## config.mk

```make
export PLATFORM = sky130hd
export DESIGN_NAME = string_escape_decoder
export DESIGN_NICKNAME = d
export VERILOG_FILES = /design/src/sed_pkg.sv /design/src/sed_decode.sv /design/src/sed_out_stage.sv /design/src/string_escape_decoder.sv
export SDC_FILE = /design/constraint.sdc
export NUM_CORES = 1
export LEC_CHECK = 0
export ABC_AREA = 1
export BUFFER_PORTS_ARGS = -buffer_cell sky130_fd_sc_hd__buf_4
export CORE_MARGIN = 1
export CORE_UTILIZATION = 60
export DETAILED_ROUTE_END_ITERATION = 16
export GPL_ROUTABILITY_DRIVEN = 0
export PLACE_DENSITY_LB_ADDON = 0.15
export SYNTH_ARGS = -nofsm -noshare
export SYNTH_HDL_FRONTEND = slang
export SYNTH_SLANG_ARGS = --single-unit
```

## constraint.sdc

```tcl
create_clock -name clk_i -period 3.8 [get_ports clk_i]
set_clock_uncertainty 0.2 [all_clocks]
set_input_delay 0.19 -clock clk_i [delete_from_list [all_inputs] [get_ports clk_i]]
set_output_delay 0.19 -clock clk_i [all_outputs]
set_load 0.02 [all_outputs]
```

## src/sed_pkg.sv

```systemverilog
// types, codes and byte tables shared by the string escape decoder
`default_nettype none

package sed_pkg;

  // decode mode, one-hot
  typedef enum logic [3:0] {
    MODE_IDLE = 4'b0001,
    MODE_ESC  = 4'b0010,
    MODE_OCT  = 4'b0100,
    MODE_HEX  = 4'b1000
  } mode_e;

  typedef enum logic [2:0] {
    KIND_PLAIN    = 3'd0,
    KIND_SIMPLE   = 3'd1,
    KIND_OCT      = 3'd2,
    KIND_OCT_OVF  = 3'd3,
    KIND_HEX      = 3'd4,
    KIND_HEX_OVF  = 3'd5,
    KIND_UNKNOWN  = 3'd6,
    KIND_DANGLING = 3'd7
  } kind_e;

  localparam logic [7:0] ChBslash = 8'h5C;
  localparam logic [7:0] ChLowerX = 8'h78;

  typedef struct packed {
    mode_e      mode;
    logic [7:0] value;
    logic       ovf;
    logic       plain;
  } state_t;

  typedef struct packed {
    logic       valid;
    logic [7:0] data;
    kind_e      kind;
    logic       start;
    logic       last;
  } res_t;

  localparam state_t StateReset = '{mode: MODE_IDLE, value: 8'd0, ovf: 1'b0, plain: 1'b0};

  // {is_digit, value}
  function automatic logic [4:0] hex_digit(input logic [7:0] b);
    logic [4:0] r;
    r = 5'd0;
    case (b) inside
      [8'h30:8'h39]: r = {1'b1, b[3:0]};
      [8'h41:8'h46], [8'h61:8'h66]: r = {1'b1, b[3:0] + 4'd9};
      default: r = 5'd0;
    endcase
    return r;
  endfunction

  // {is_simple, mapped byte}
  function automatic logic [8:0] simple_escape(input logic [7:0] b);
    logic [8:0] r;
    r = 9'd0;
    case (b)
      8'h61: r = {1'b1, 8'h07};  // a
      8'h62: r = {1'b1, 8'h08};  // b
      8'h66: r = {1'b1, 8'h0C};  // f
      8'h6E: r = {1'b1, 8'h0A};  // n
      8'h72: r = {1'b1, 8'h0D};  // r
      8'h74: r = {1'b1, 8'h09};  // t
      8'h76: r = {1'b1, 8'h0B};  // v
      8'h22, 8'h27, 8'h5C: r = {1'b1, b};
      default: r = 9'd0;
    endcase
    return r;
  endfunction

endpackage

`default_nettype wire

```

## src/sed_decode.sv

```systemverilog
// per-byte decode: up to two results and the next decode state
`default_nettype none

module sed_decode (
  input  wire logic [7:0]    byte_i,
  input  wire logic          last_i,
  input  sed_pkg::state_t    state_i,
  output sed_pkg::state_t    state_o,
  output sed_pkg::res_t      res0_o,
  output sed_pkg::res_t      res1_o
);
  import sed_pkg::*;

  logic [4:0]  hex_d;
  logic [8:0]  simple_d;
  logic        is_oct;
  logic        numeric;
  logic        digit_ok;
  logic [11:0] acc;
  logic [7:0]  acc_value;
  logic        acc_ovf;
  kind_e       num_kind;
  res_t        num_res;
  res_t        tail_res;
  state_t      tail_st;
  mode_e       tail_mode;
  logic        tail_plain;

  assign hex_d    = hex_digit(byte_i);
  assign simple_d = simple_escape(byte_i);
  assign is_oct   = (byte_i[7:3] == 5'b00110);  // '0'..'7'
  assign numeric  = (state_i.mode == MODE_OCT) || (state_i.mode == MODE_HEX);
  assign digit_ok = (state_i.mode == MODE_OCT) ? is_oct : hex_d[4];

  // digits go into the zeroed low bits, so no adder is needed
  always_comb begin
    if (state_i.mode == MODE_OCT) begin
      acc = {1'b0, state_i.value, byte_i[2:0]};
    end else begin
      acc = {state_i.value, hex_d[3:0]};
    end
  end
  assign acc_value = acc[7:0];
  assign acc_ovf   = state_i.ovf | (|acc[11:8]);

  always_comb begin
    num_res       = '0;
    num_res.valid = 1'b1;
    num_res.start = 1'b1;
    if (digit_ok) begin
      num_res.data = acc_value;
      num_res.last = 1'b1;
      if (state_i.mode == MODE_OCT) begin
        num_kind = acc_ovf ? KIND_OCT_OVF : KIND_OCT;
      end else begin
        num_kind = acc_ovf ? KIND_HEX_OVF : KIND_HEX;
      end
    end else begin
      num_res.data = state_i.value;
      num_res.last = 1'b0;
      if (state_i.mode == MODE_OCT) begin
        num_kind = state_i.ovf ? KIND_OCT_OVF : KIND_OCT;
      end else begin
        num_kind = state_i.ovf ? KIND_HEX_OVF : KIND_HEX;
      end
    end
    num_res.kind = num_kind;
  end

  // the byte handled in escape or idle mode; a terminated numeric escape falls to idle
  assign tail_mode  = numeric ? MODE_IDLE : state_i.mode;
  assign tail_plain = numeric ? 1'b0 : state_i.plain;

  always_comb begin
    tail_res       = '0;
    tail_res.start = 1'b1;
    tail_res.last  = last_i;
    tail_st        = '{mode: MODE_IDLE, value: 8'd0, ovf: 1'b0, plain: 1'b0};
    case (tail_mode)
      MODE_ESC: begin
        if (simple_d[8]) begin
          tail_res.valid = 1'b1;
          tail_res.data  = simple_d[7:0];
          tail_res.kind  = KIND_SIMPLE;
        end else if (byte_i == ChLowerX) begin
          tail_st.mode   = MODE_HEX;
          tail_res.valid = last_i;
          tail_res.kind  = KIND_HEX;
        end else if (is_oct) begin
          tail_st.mode   = MODE_OCT;
          tail_st.value  = {5'd0, byte_i[2:0]};
          tail_res.valid = last_i;
          tail_res.data  = {5'd0, byte_i[2:0]};
          tail_res.kind  = KIND_OCT;
        end else begin
          tail_res.valid = 1'b1;
          tail_res.data  = byte_i;
          tail_res.kind  = KIND_UNKNOWN;
        end
      end
      default: begin
        if (byte_i == ChBslash) begin
          tail_st.mode   = MODE_ESC;
          tail_res.valid = last_i;
          tail_res.kind  = KIND_DANGLING;
        end else begin
          tail_res.valid = 1'b1;
          tail_res.data  = byte_i;
          tail_res.kind  = KIND_PLAIN;
          tail_res.start = ~tail_plain;
          tail_st.plain  = 1'b1;
        end
      end
    endcase
  end

  always_comb begin
    res0_o  = '0;
    res1_o  = '0;
    state_o = tail_st;
    if (numeric && digit_ok) begin
      state_o       = state_i;
      state_o.value = acc_value;
      state_o.ovf   = acc_ovf;
      if (last_i) begin
        res0_o = num_res;
      end
    end else if (numeric) begin
      res0_o = num_res;
      res1_o = tail_res;
      // a backslash terminator that is not the final byte opens an escape and gives nothing yet
      if (!tail_res.valid) begin
        res1_o = '0;
      end
    end else begin
      res0_o = tail_res;
    end
    if (last_i) begin
      state_o = StateReset;
    end
  end

endmodule

`default_nettype wire

```

## src/sed_out_stage.sv

```systemverilog
// result register plus one spare slot for the second result of an item
`default_nettype none

module sed_out_stage (
  input  wire logic          clk_i,
  input  wire logic          rst_ni,
  input  wire logic          take_i,
  input  sed_pkg::res_t      res0_i,
  input  sed_pkg::res_t      res1_i,
  output logic               can_take_o,
  output sed_pkg::res_t      out_o,
  input  wire logic          ready_i
);
  import sed_pkg::*;

  logic out_v_q, out_v_d;
  logic spare_v_q, spare_v_d;
  res_t out_q, out_d;
  res_t spare_q, spare_d;
  logic out_free;

  assign out_free   = !out_v_q || ready_i;
  assign can_take_o = out_free && !spare_v_q;

  always_comb begin
    out_v_d   = out_v_q;
    spare_v_d = spare_v_q;
    out_d     = out_q;
    spare_d   = spare_q;
    if (out_free) begin
      if (spare_v_q) begin
        out_d     = spare_q;
        out_v_d   = 1'b1;
        spare_v_d = 1'b0;
      end else if (take_i && res0_i.valid) begin
        out_d   = res0_i;
        out_v_d = 1'b1;
        if (res1_i.valid) begin
          spare_d   = res1_i;
          spare_v_d = 1'b1;
        end
      end else begin
        out_v_d = 1'b0;
      end
    end
  end

  always_ff @(posedge clk_i or negedge rst_ni) begin
    if (!rst_ni) begin
      out_v_q   <= 1'b0;
      spare_v_q <= 1'b0;
    end else begin
      out_v_q   <= out_v_d;
      spare_v_q <= spare_v_d;
    end
  end

  always_ff @(posedge clk_i) begin
    out_q   <= out_d;
    spare_q <= spare_d;
  end

  always_comb begin
    out_o       = out_q;
    out_o.valid = out_v_q;
  end

  a_spare_behind_out: assert property (@(posedge clk_i) disable iff (!rst_ni)
    spare_v_q |-> out_v_q) else $error("spare slot full while result register empty");

  a_no_take_with_spare: assert property (@(posedge clk_i) disable iff (!rst_ni)
    take_i |-> !spare_v_q) else $error("item taken while a second result waits");

  a_second_needs_first: assert property (@(posedge clk_i) disable iff (!rst_ni)
    (take_i && res1_i.valid) |-> res0_i.valid) else $error("second result without first");

  a_second_kept: assert property (@(posedge clk_i) disable iff (!rst_ni)
    (take_i && res1_i.valid) |=> spare_v_q) else $error("second result dropped");

endmodule

`default_nettype wire

```

## src/string_escape_decoder.sv

```systemverilog
// top level of the string escape decoder: input register, decode state, result stage
//
//  channel  | group          | tdata            | tuser                        | tlast
//  ---------+----------------+------------------+------------------------------+-------------
//  in       | s_axis_*       | [7:0] data_byte  | -                            | last_byte
//  out      | m_axis_*       | [7:0] out_byte   | [2:0] seq_kind, [3] starts   | end_of_string
//
// one byte per cycle while the result stage can take it; a byte that terminates a numeric
// escape gives two results (one for a backslash that is not the final byte) and holds
// the input while the spare result slot drains
// a result passes through the input register, then the result register
// reset clears the decode state to idle and empties both stages
// output stalls back up through the spare slot and the input register to s_axis_tready
`default_nettype none

module string_escape_decoder (
  input  wire logic        clk_i,
  input  wire logic        rst_ni,
  input  wire logic        s_axis_tvalid,
  output logic             s_axis_tready,
  input  wire logic [7:0]  s_axis_tdata,   // [7:0] data_byte
  input  wire logic        s_axis_tlast,
  output logic             m_axis_tvalid,
  input  wire logic        m_axis_tready,
  output logic [7:0]       m_axis_tdata,   // [7:0] out_byte
  output logic [3:0]       m_axis_tuser,   // [2:0] seq_kind, [3] starts_sequence
  output logic             m_axis_tlast
);
  import sed_pkg::*;

  logic       in_v_q, in_v_d;
  logic [7:0] in_byte_q;
  logic       in_last_q;
  state_t     state_q, state_d;
  state_t     dec_state;
  res_t       res0, res1, out_res;
  logic       can_take;
  logic       take;

  assign take          = in_v_q && can_take;
  assign s_axis_tready = !in_v_q || can_take;
  assign in_v_d        = s_axis_tvalid || (in_v_q && !can_take);

  always_ff @(posedge clk_i or negedge rst_ni) begin
    if (!rst_ni) begin
      in_v_q <= 1'b0;
    end else begin
      in_v_q <= in_v_d;
    end
  end

  always_ff @(posedge clk_i) begin
    if (s_axis_tvalid && s_axis_tready) begin
      in_byte_q <= s_axis_tdata;
      in_last_q <= s_axis_tlast;
    end
  end

  sed_decode u_decode (
    .byte_i  (in_byte_q),
    .last_i  (in_last_q),
    .state_i (state_q),
    .state_o (dec_state),
    .res0_o  (res0),
    .res1_o  (res1)
  );

  assign state_d = take ? dec_state : state_q;

  always_ff @(posedge clk_i or negedge rst_ni) begin
    if (!rst_ni) begin
      state_q <= StateReset;
    end else begin
      state_q <= state_d;
    end
  end

  sed_out_stage u_out (
    .clk_i      (clk_i),
    .rst_ni     (rst_ni),
    .take_i     (take),
    .res0_i     (res0),
    .res1_i     (res1),
    .can_take_o (can_take),
    .out_o      (out_res),
    .ready_i    (m_axis_tready)
  );

  assign m_axis_tvalid = out_res.valid;
  assign m_axis_tdata  = out_res.data;
  assign m_axis_tuser  = {out_res.start, out_res.kind};
  assign m_axis_tlast  = out_res.last;

  a_last_gives_result: assert property (@(posedge clk_i) disable iff (!rst_ni)
    (take && in_last_q) |-> res0.valid) else $error("final byte gave no result");

  a_last_resets_state: assert property (@(posedge clk_i) disable iff (!rst_ni)
    (take && in_last_q) |=> (state_q == StateReset)) else $error("state not idle after final byte");

  a_state_held_when_idle: assert property (@(posedge clk_i) disable iff (!rst_ni)
    !take |=> $stable(state_q)) else $error("decode state moved without an item");

endmodule

`default_nettype wire

```

==> results.yml, run 1 <==
run_status:
  status: "complete, but fails checks"
  violations: "design-rule violations"
place:
  port_buffers: 27
  dp_hpwl_mm: 5.56
die:
  row_count: 26
  die_h_um: 74.5
  ios: 28
  chipWidth_um: 74.5
  dieArea_sq_um: 5550
  start_util: 0.622
  core_area_sq_um: 5070
yosys:
  synth_cell_type_count: 36
  yosysTopAreaCell: "edfxtp_1"
  seq_area_frac_synth: 0.468
  syn_area_per_cell_sq_um: 7.81
  ys_ff_latch: 52
  synth.area.top_cells: "edfxtp_1 33%, nand2_1 14%, dfrtp_1 13%"
  netlist_area_sq_um: 3160
  netlist_instances: 404
  synth-warning-count: 0
  synth_nets: 422
  synth_top_area_frac: 0.333
timing:
  setup_violations: 0
  fmax_mhz: 287
  timing.hold.ws_ps: 68.0
  slew_violations: 0
  grt_setup_unrepaired: "false"
  hold_viol_final: 0
  fin_setup_tns_ps: 0
  slew_headroom: 0.265
  layout_min_cycle_time_ps: 3490
  period_share: 0.917
  tightestPinTransition_ps: 1100
finish:
  antenna_cells: 0
  fin_nets: 464
  ff_latch_area_sq_um: 1480
  nFillCells: 422
  final_layout_size_suffix_gt1_frac: 0.174
  multi_input_area_sq_um: 1440
  syn2layout_area_growth_pct: 16.7
global_routing:
  grt_pass1_wl_mm: 12.1
  gr-total-overflow: 0
  grt_max_degree: 24
  grt_pass1_vias: 2578
  antenna_found_initial: 0
  grt.total_usage: 0.293
power_and_ir_drop:
  pwr-share-clk: 0.346
  p_leak_nw: 1.71
  pwr-share-comb: 0.150
  cellInternalPower_w: 0.000977
  ir_drop_v: 0.000247
  p_sw_w: 0.000335
  power.density_nw_per_um2: 356
  p_seq_frac: 0.504
  swShare: 0.255
setup_path:
  end_kind: "register"
  path_cells: "inv_1 > ha_1 > nor2_1 > nand2_1 > nand3_2 > nand2_2 > inv_2 > nand3_4 > nand2_4 > nor2_4 > nand2_2 > nand3_1 > a21oi_1"
  start_kind: "register"
  slowest_stage: "a21oi_1"
  worstPathRequired_ps: 3530
  critPathMaxStageDelay_ps: 860
  worst-path-buf-inv: 2
  path_class: "reg -> reg"
  cp.arrival_ps: 3220
  crit_family: "simple AND/OR/NAND/NOR gates"
  path_common_cell: "nand2_2"
  crit_fanout: 15
routing:
  wire_per_inst_um: 14.3
  post_drt_via_cell_ratio: 5.53
  drc_errors: 1
  vias: 2860
  antenna_left: 0
  drt_pass1_iterations: 11
  routed_wl_mm: 7.37
  drtIter0Drc: 233
clock_network:
  clock_sinks: 52
  tritoncts: "yes"
  clk_pin_slew_ps: 100
  cts_buffers: 5
  clk_latency_ps: 310
  clockBufferDepth: 2
  post_cts_resized: 0
  cts_root_buffer: "clkbuf_8"
  cts.htree.levels: 2
min_path:
  hold_class: "in -> async"
flow_run:
  cap_violations: 0
## registers in the layout, summed over array words and instances (netlist names)
signal / flops
u_out.spare_v_q: 1
u_out.spare_q: 13
state_q: 14
u_out.out_o: 13
in_byte_q: 8
in_last_q: 1
in_v_q: 1
u_out.out_v_q: 1
## what timing repair did
item                                   4_1_cts  5_1_grt
endpoints found under the hold margin       28        0
setup buffers                                0        0
hold buffers                                12        0
## area by class of cell
class | instances | area share
sequential | 52 | 0.401
timing repair buffer | 44 | 0.0978
multi-input combinational | 296 | 0.392
clock buffer | 5 | 0.0187
clock inverter | 3 | 0.0187
tap | 70 | 0.0238
inverter | 47 | 0.0479
## kinds of logic after synthesis
family / synth area share
AND/OR/NAND/NOR: 0.344
flip-flops: 0.468
buffers and inverters: 0.0741
AO/OA/AOI/OAI: 0.0936
adder cells (fa/ha/maj): 0.0198
## synthesized netlist by cell type, drive strengths merged
cell type,number
a31oi,2
a21boi,1
nand4,10
or2,3
o21ai,23
clkbuf,4
edfxtp,35
nor3,2
nand3,39
o21a,1
a22o,1
clkinv,2
a21oi,17
inv,45
buf,5
o211ai,1
dfrtp,16
a32oi,2
o31ai,2
dfstp,1
ha,5
nor2,65
nor4,1
nand2,121
## power by group through the flow
stage          sequential (W)  combinational [W]  clock [W]
2_1_floorplan        0.000683           0.000109          0
3_3_place_gp         0.000671           0.000180          0
3_5_place_dp         0.000672           0.000185          0
4_1_cts              0.000661           0.000195   0.000458
5_1_grt              0.000665           0.000218   0.000477
6_report             0.000661           0.000196   0.000455
## final timing paths
kind / start / endpoint / slack, ps / cells after the start
max in group asynchronous: rst_ni / state_q[10] / 3070 / 2
min in group clk_i: state_q[13] / state_q[13] / 310 / 2
worst max-delay path: in_byte_q[1] / u_out.out_o[7] / 310 / 13
worst min-delay path: rst_ni / in_v_q / 70 / 2
worst max register to register: in_byte_q[1] / u_out.out_o[7] / 310 / 13
worst min register to register: state_q[13] / state_q[13] / 310 / 2
## layer usage
metal / global-route usage / up-vias / wire length, um
li1: - / 1411 / -
met1: 0.401 / 1292 / 3180
met2: 0.474 / 136 / 3460
met3: 0.0515 / 21 / 509
met4: 0.0943 / 0 / 226
met5: 0 / - / 0
## cell usage in the layout (no fill, tap or decap), types with 3 or more instances in the layout
master           n
nand2_1        114
nor2_1          55
inv_1           38
edfxtp_1        35
nand3_1         34
buf_4           32
dfrtp_1         16
o21ai_0         15
a21oi_1         13
dlygate4sd3_1   12
nand4_1         10
nor2_2           8
inv_2            7
o21ai_1          7
nand2_2          5
ha_1             5
clkbuf_8         5
nand3_2          4
a21oi_2          4
or2_2            3
## per-stage QoR
stage	total power [W]	util	setup WS [ps]	area [sq um]	cells
2_1_floorplan	0.000792	-	872	3160	404
3_3_place_gp	0.000851	0.675	483	3430	497
3_5_place_dp	0.000857	0.675	382	3430	497
4_1_cts	0.00131	0.726	332	3680	517
5_1_grt	0.00136	0.726	15.9	3680	517
6_report	0.00131	0.726	314	3680	517
(Power assumes the default switching activity.)
==> run 2, diff against run 1 <==
Settings changed: REMOVE_ABC_BUFFERS from default to 1.
==> results.yml, run 2 (synthesis results as in run 1) <==
run_status:
  status: "completed"
clock_network:
  clk_latency_ps: 320
  clockBufferDepth: 2
  clock_sinks: 52
  cts_setup_buffers: 0
  cts_root_buffer: "clkbuf_8"
  cts_buffers: 5
  clk_pin_slew_ps: 110
  cts.htree.levels: 2
  tritoncts: "yes"
die:
  start_util: 0.622
  core_area_sq_um: 5070
  chipWidth_um: 74.5
  die_h_um: 74.5
  row_count: 26
  ios: 28
  dieArea_sq_um: 5550
timing:
  hold_viol_final: 0
  fmax_mhz: 315
  tightestPinTransition_ps: 803
  grt_setup_unrepaired: "false"
  slew_headroom: 0.465
  timing.hold.ws_ps: 73.2
  period_share: 0.836
  setup_violations: 0
  slew_violations: 0
  layout_min_cycle_time_ps: 3180
  fin_setup_tns_ps: 0
flow_run:
  cap_violations: 0
finish:
  nFillCells: 429
  syn2layout_area_growth_pct: 15.2
  antenna_cells: 0
  fin_nets: 463
  largest_reg_flops: 14
  post-route-cell-area_sq_um: 3630
  largest_register: "state_q"
  final_layout_size_suffix_gt1_frac: 0.173
  final_common_cell: "nand2_1"
  final_cell_mix: "114 x nand2_1, 55 x nor2_1, 38 x inv_1, 35 x edfxtp_1, 34 x nand3_1"
global_routing:
  grt_max_degree: 24
  grt.total_usage: 0.292
  grt_pass1_wl_mm: 12.0
  gr-total-overflow: 0
  grt_pass1_vias: 2587
  antenna_found_initial: 0
power_and_ir_drop:
  p_leak_nw: 1.68
  swShare: 0.295
  pwr-share-comb: 0.168
  pwr-share-clk: 0.282
  p_sw_w: 0.000354
  power.density_nw_per_um2: 331
  p_seq_frac: 0.550
  power_w: 0.00120
  cellInternalPower_w: 0.000847
  ir_drop_v: 0.000231
setup_path:
  start_kind: "register"
  critPathMaxStageDelay_ps: 580
  reg2reg_depth: 15
  end_kind: "register"
  slowest_stage: "edfxtp_1"
  path_cells: "inv_1 > ha_1 > nor2_1 > nand2_1 > nand3_2 > nand2_2 > inv_2 > nand3_4 > nand2_4 > nor2_4 > nand2_2 > nand2_4 > inv_2 > nand3_2 > inv_1"
  path_class: "reg -> reg"
  worstPathRequired_ps: 3560
  crit_fanout: 15
  cp.arrival_ps: 2940
routing:
  routed_wl_mm: 7.52
  wire_per_inst_um: 14.6
  vias: 2841
  drt_pass1_iterations: 5
  drtIter0Drc: 216
  post_drt_via_cell_ratio: 5.51
  drc_errors: 0
  antenna_left: 0
min_path:
  hold_class: "in -> async"
place:
  port_buffers: 27
  postPlaceCellArea_sq_um: 3420
  dp_hpwl_mm: 5.63
run 2: cell types whose count changed in the layout (fill, tap and decap cells not counted):
cell / before / now
buf_4: 32 / 31
inv_8: 0 / 1
clkinvlp_4: 0 / 1
clkinv_4: 0 / 1
inv_6: 1 / 0
bufinv_16: 2 / 0
run 2: layout make-up:
type	count	area (sq um)	share of cell area
Clock buffer	5	68.8	0.0189
Clock inverter	3	27.5	0.00757
Inverter	47	176	0.0485
Multi-Input combinational cell	296	1440	0.397
Sequential cell	52	1480	0.407
Tap cell	70	87.6	0.0241
Timing Repair Buffer	43	353	0.0971
run 2: layer usage:
metal	global-route usage	vias up	wire length, um
met4	0.138	0	232
met3	0.0515	19	420
met1	0.389	1297	3300
met5	0	-	0
met2	0.463	117	3560
li1	-	1408	-
run 2: per-stage QoR:
step | instances | worst slack (ps) | util
3_3_place_gp | 496 | 855 | 0.674
4_1_cts | 516 | 647 | 0.716
6_report | 516 | 624 | 0.716
2_1_floorplan | 395 | 719 | -
3_5_place_dp | 496 | 673 | 0.674
5_1_grt | 516 | 382 | 0.716
run 2: worst paths after layout:
| check | end | slack, ps | from |
|---|---|---|---|
| max | u_out.spare_q[12] | 620 | in_byte_q[1] |
| min | u_out.spare_v_q | 70 | rst_ni |
| max reg2reg | u_out.spare_q[12] | 620 | in_byte_q[1] |
| min reg2reg | state_q[13] | 310 | state_q[13] |
| max in group asynchronous | state_q[10] | 3050 | rst_ni |
| min in group clk_i | state_q[13] | 310 | state_q[13] |
run 2: critical path, delay by kind of cell, from the launching register on:
| kind | cells | cell delay [ps] |
|---|---|---|
| fa+ha+maj | 1 | 220 |
| buf+inv | 4 | 730 |
| simple gates | 10 | 1060 |
| flops | 1 | 580 |
run 2: power groups by stage:
stage | clock (W) | combinational (W) | sequential [W]
2_1_floorplan | 0 | 0.000102 | 0.000685
3_5_place_dp | 0 | 0.000189 | 0.000672
6_report | 0.000339 | 0.000202 | 0.000660
3_3_place_gp | 0 | 0.000184 | 0.000670
4_1_cts | 0.000344 | 0.000200 | 0.000660
5_1_grt | 0.000358 | 0.000223 | 0.000664
run 2: repair_timing:
item,in CTS,in global routing
hold endpoints to repair,28,0
resized for setup,0,0
hold buffers,12,0
setup endpoints to repair,0,0
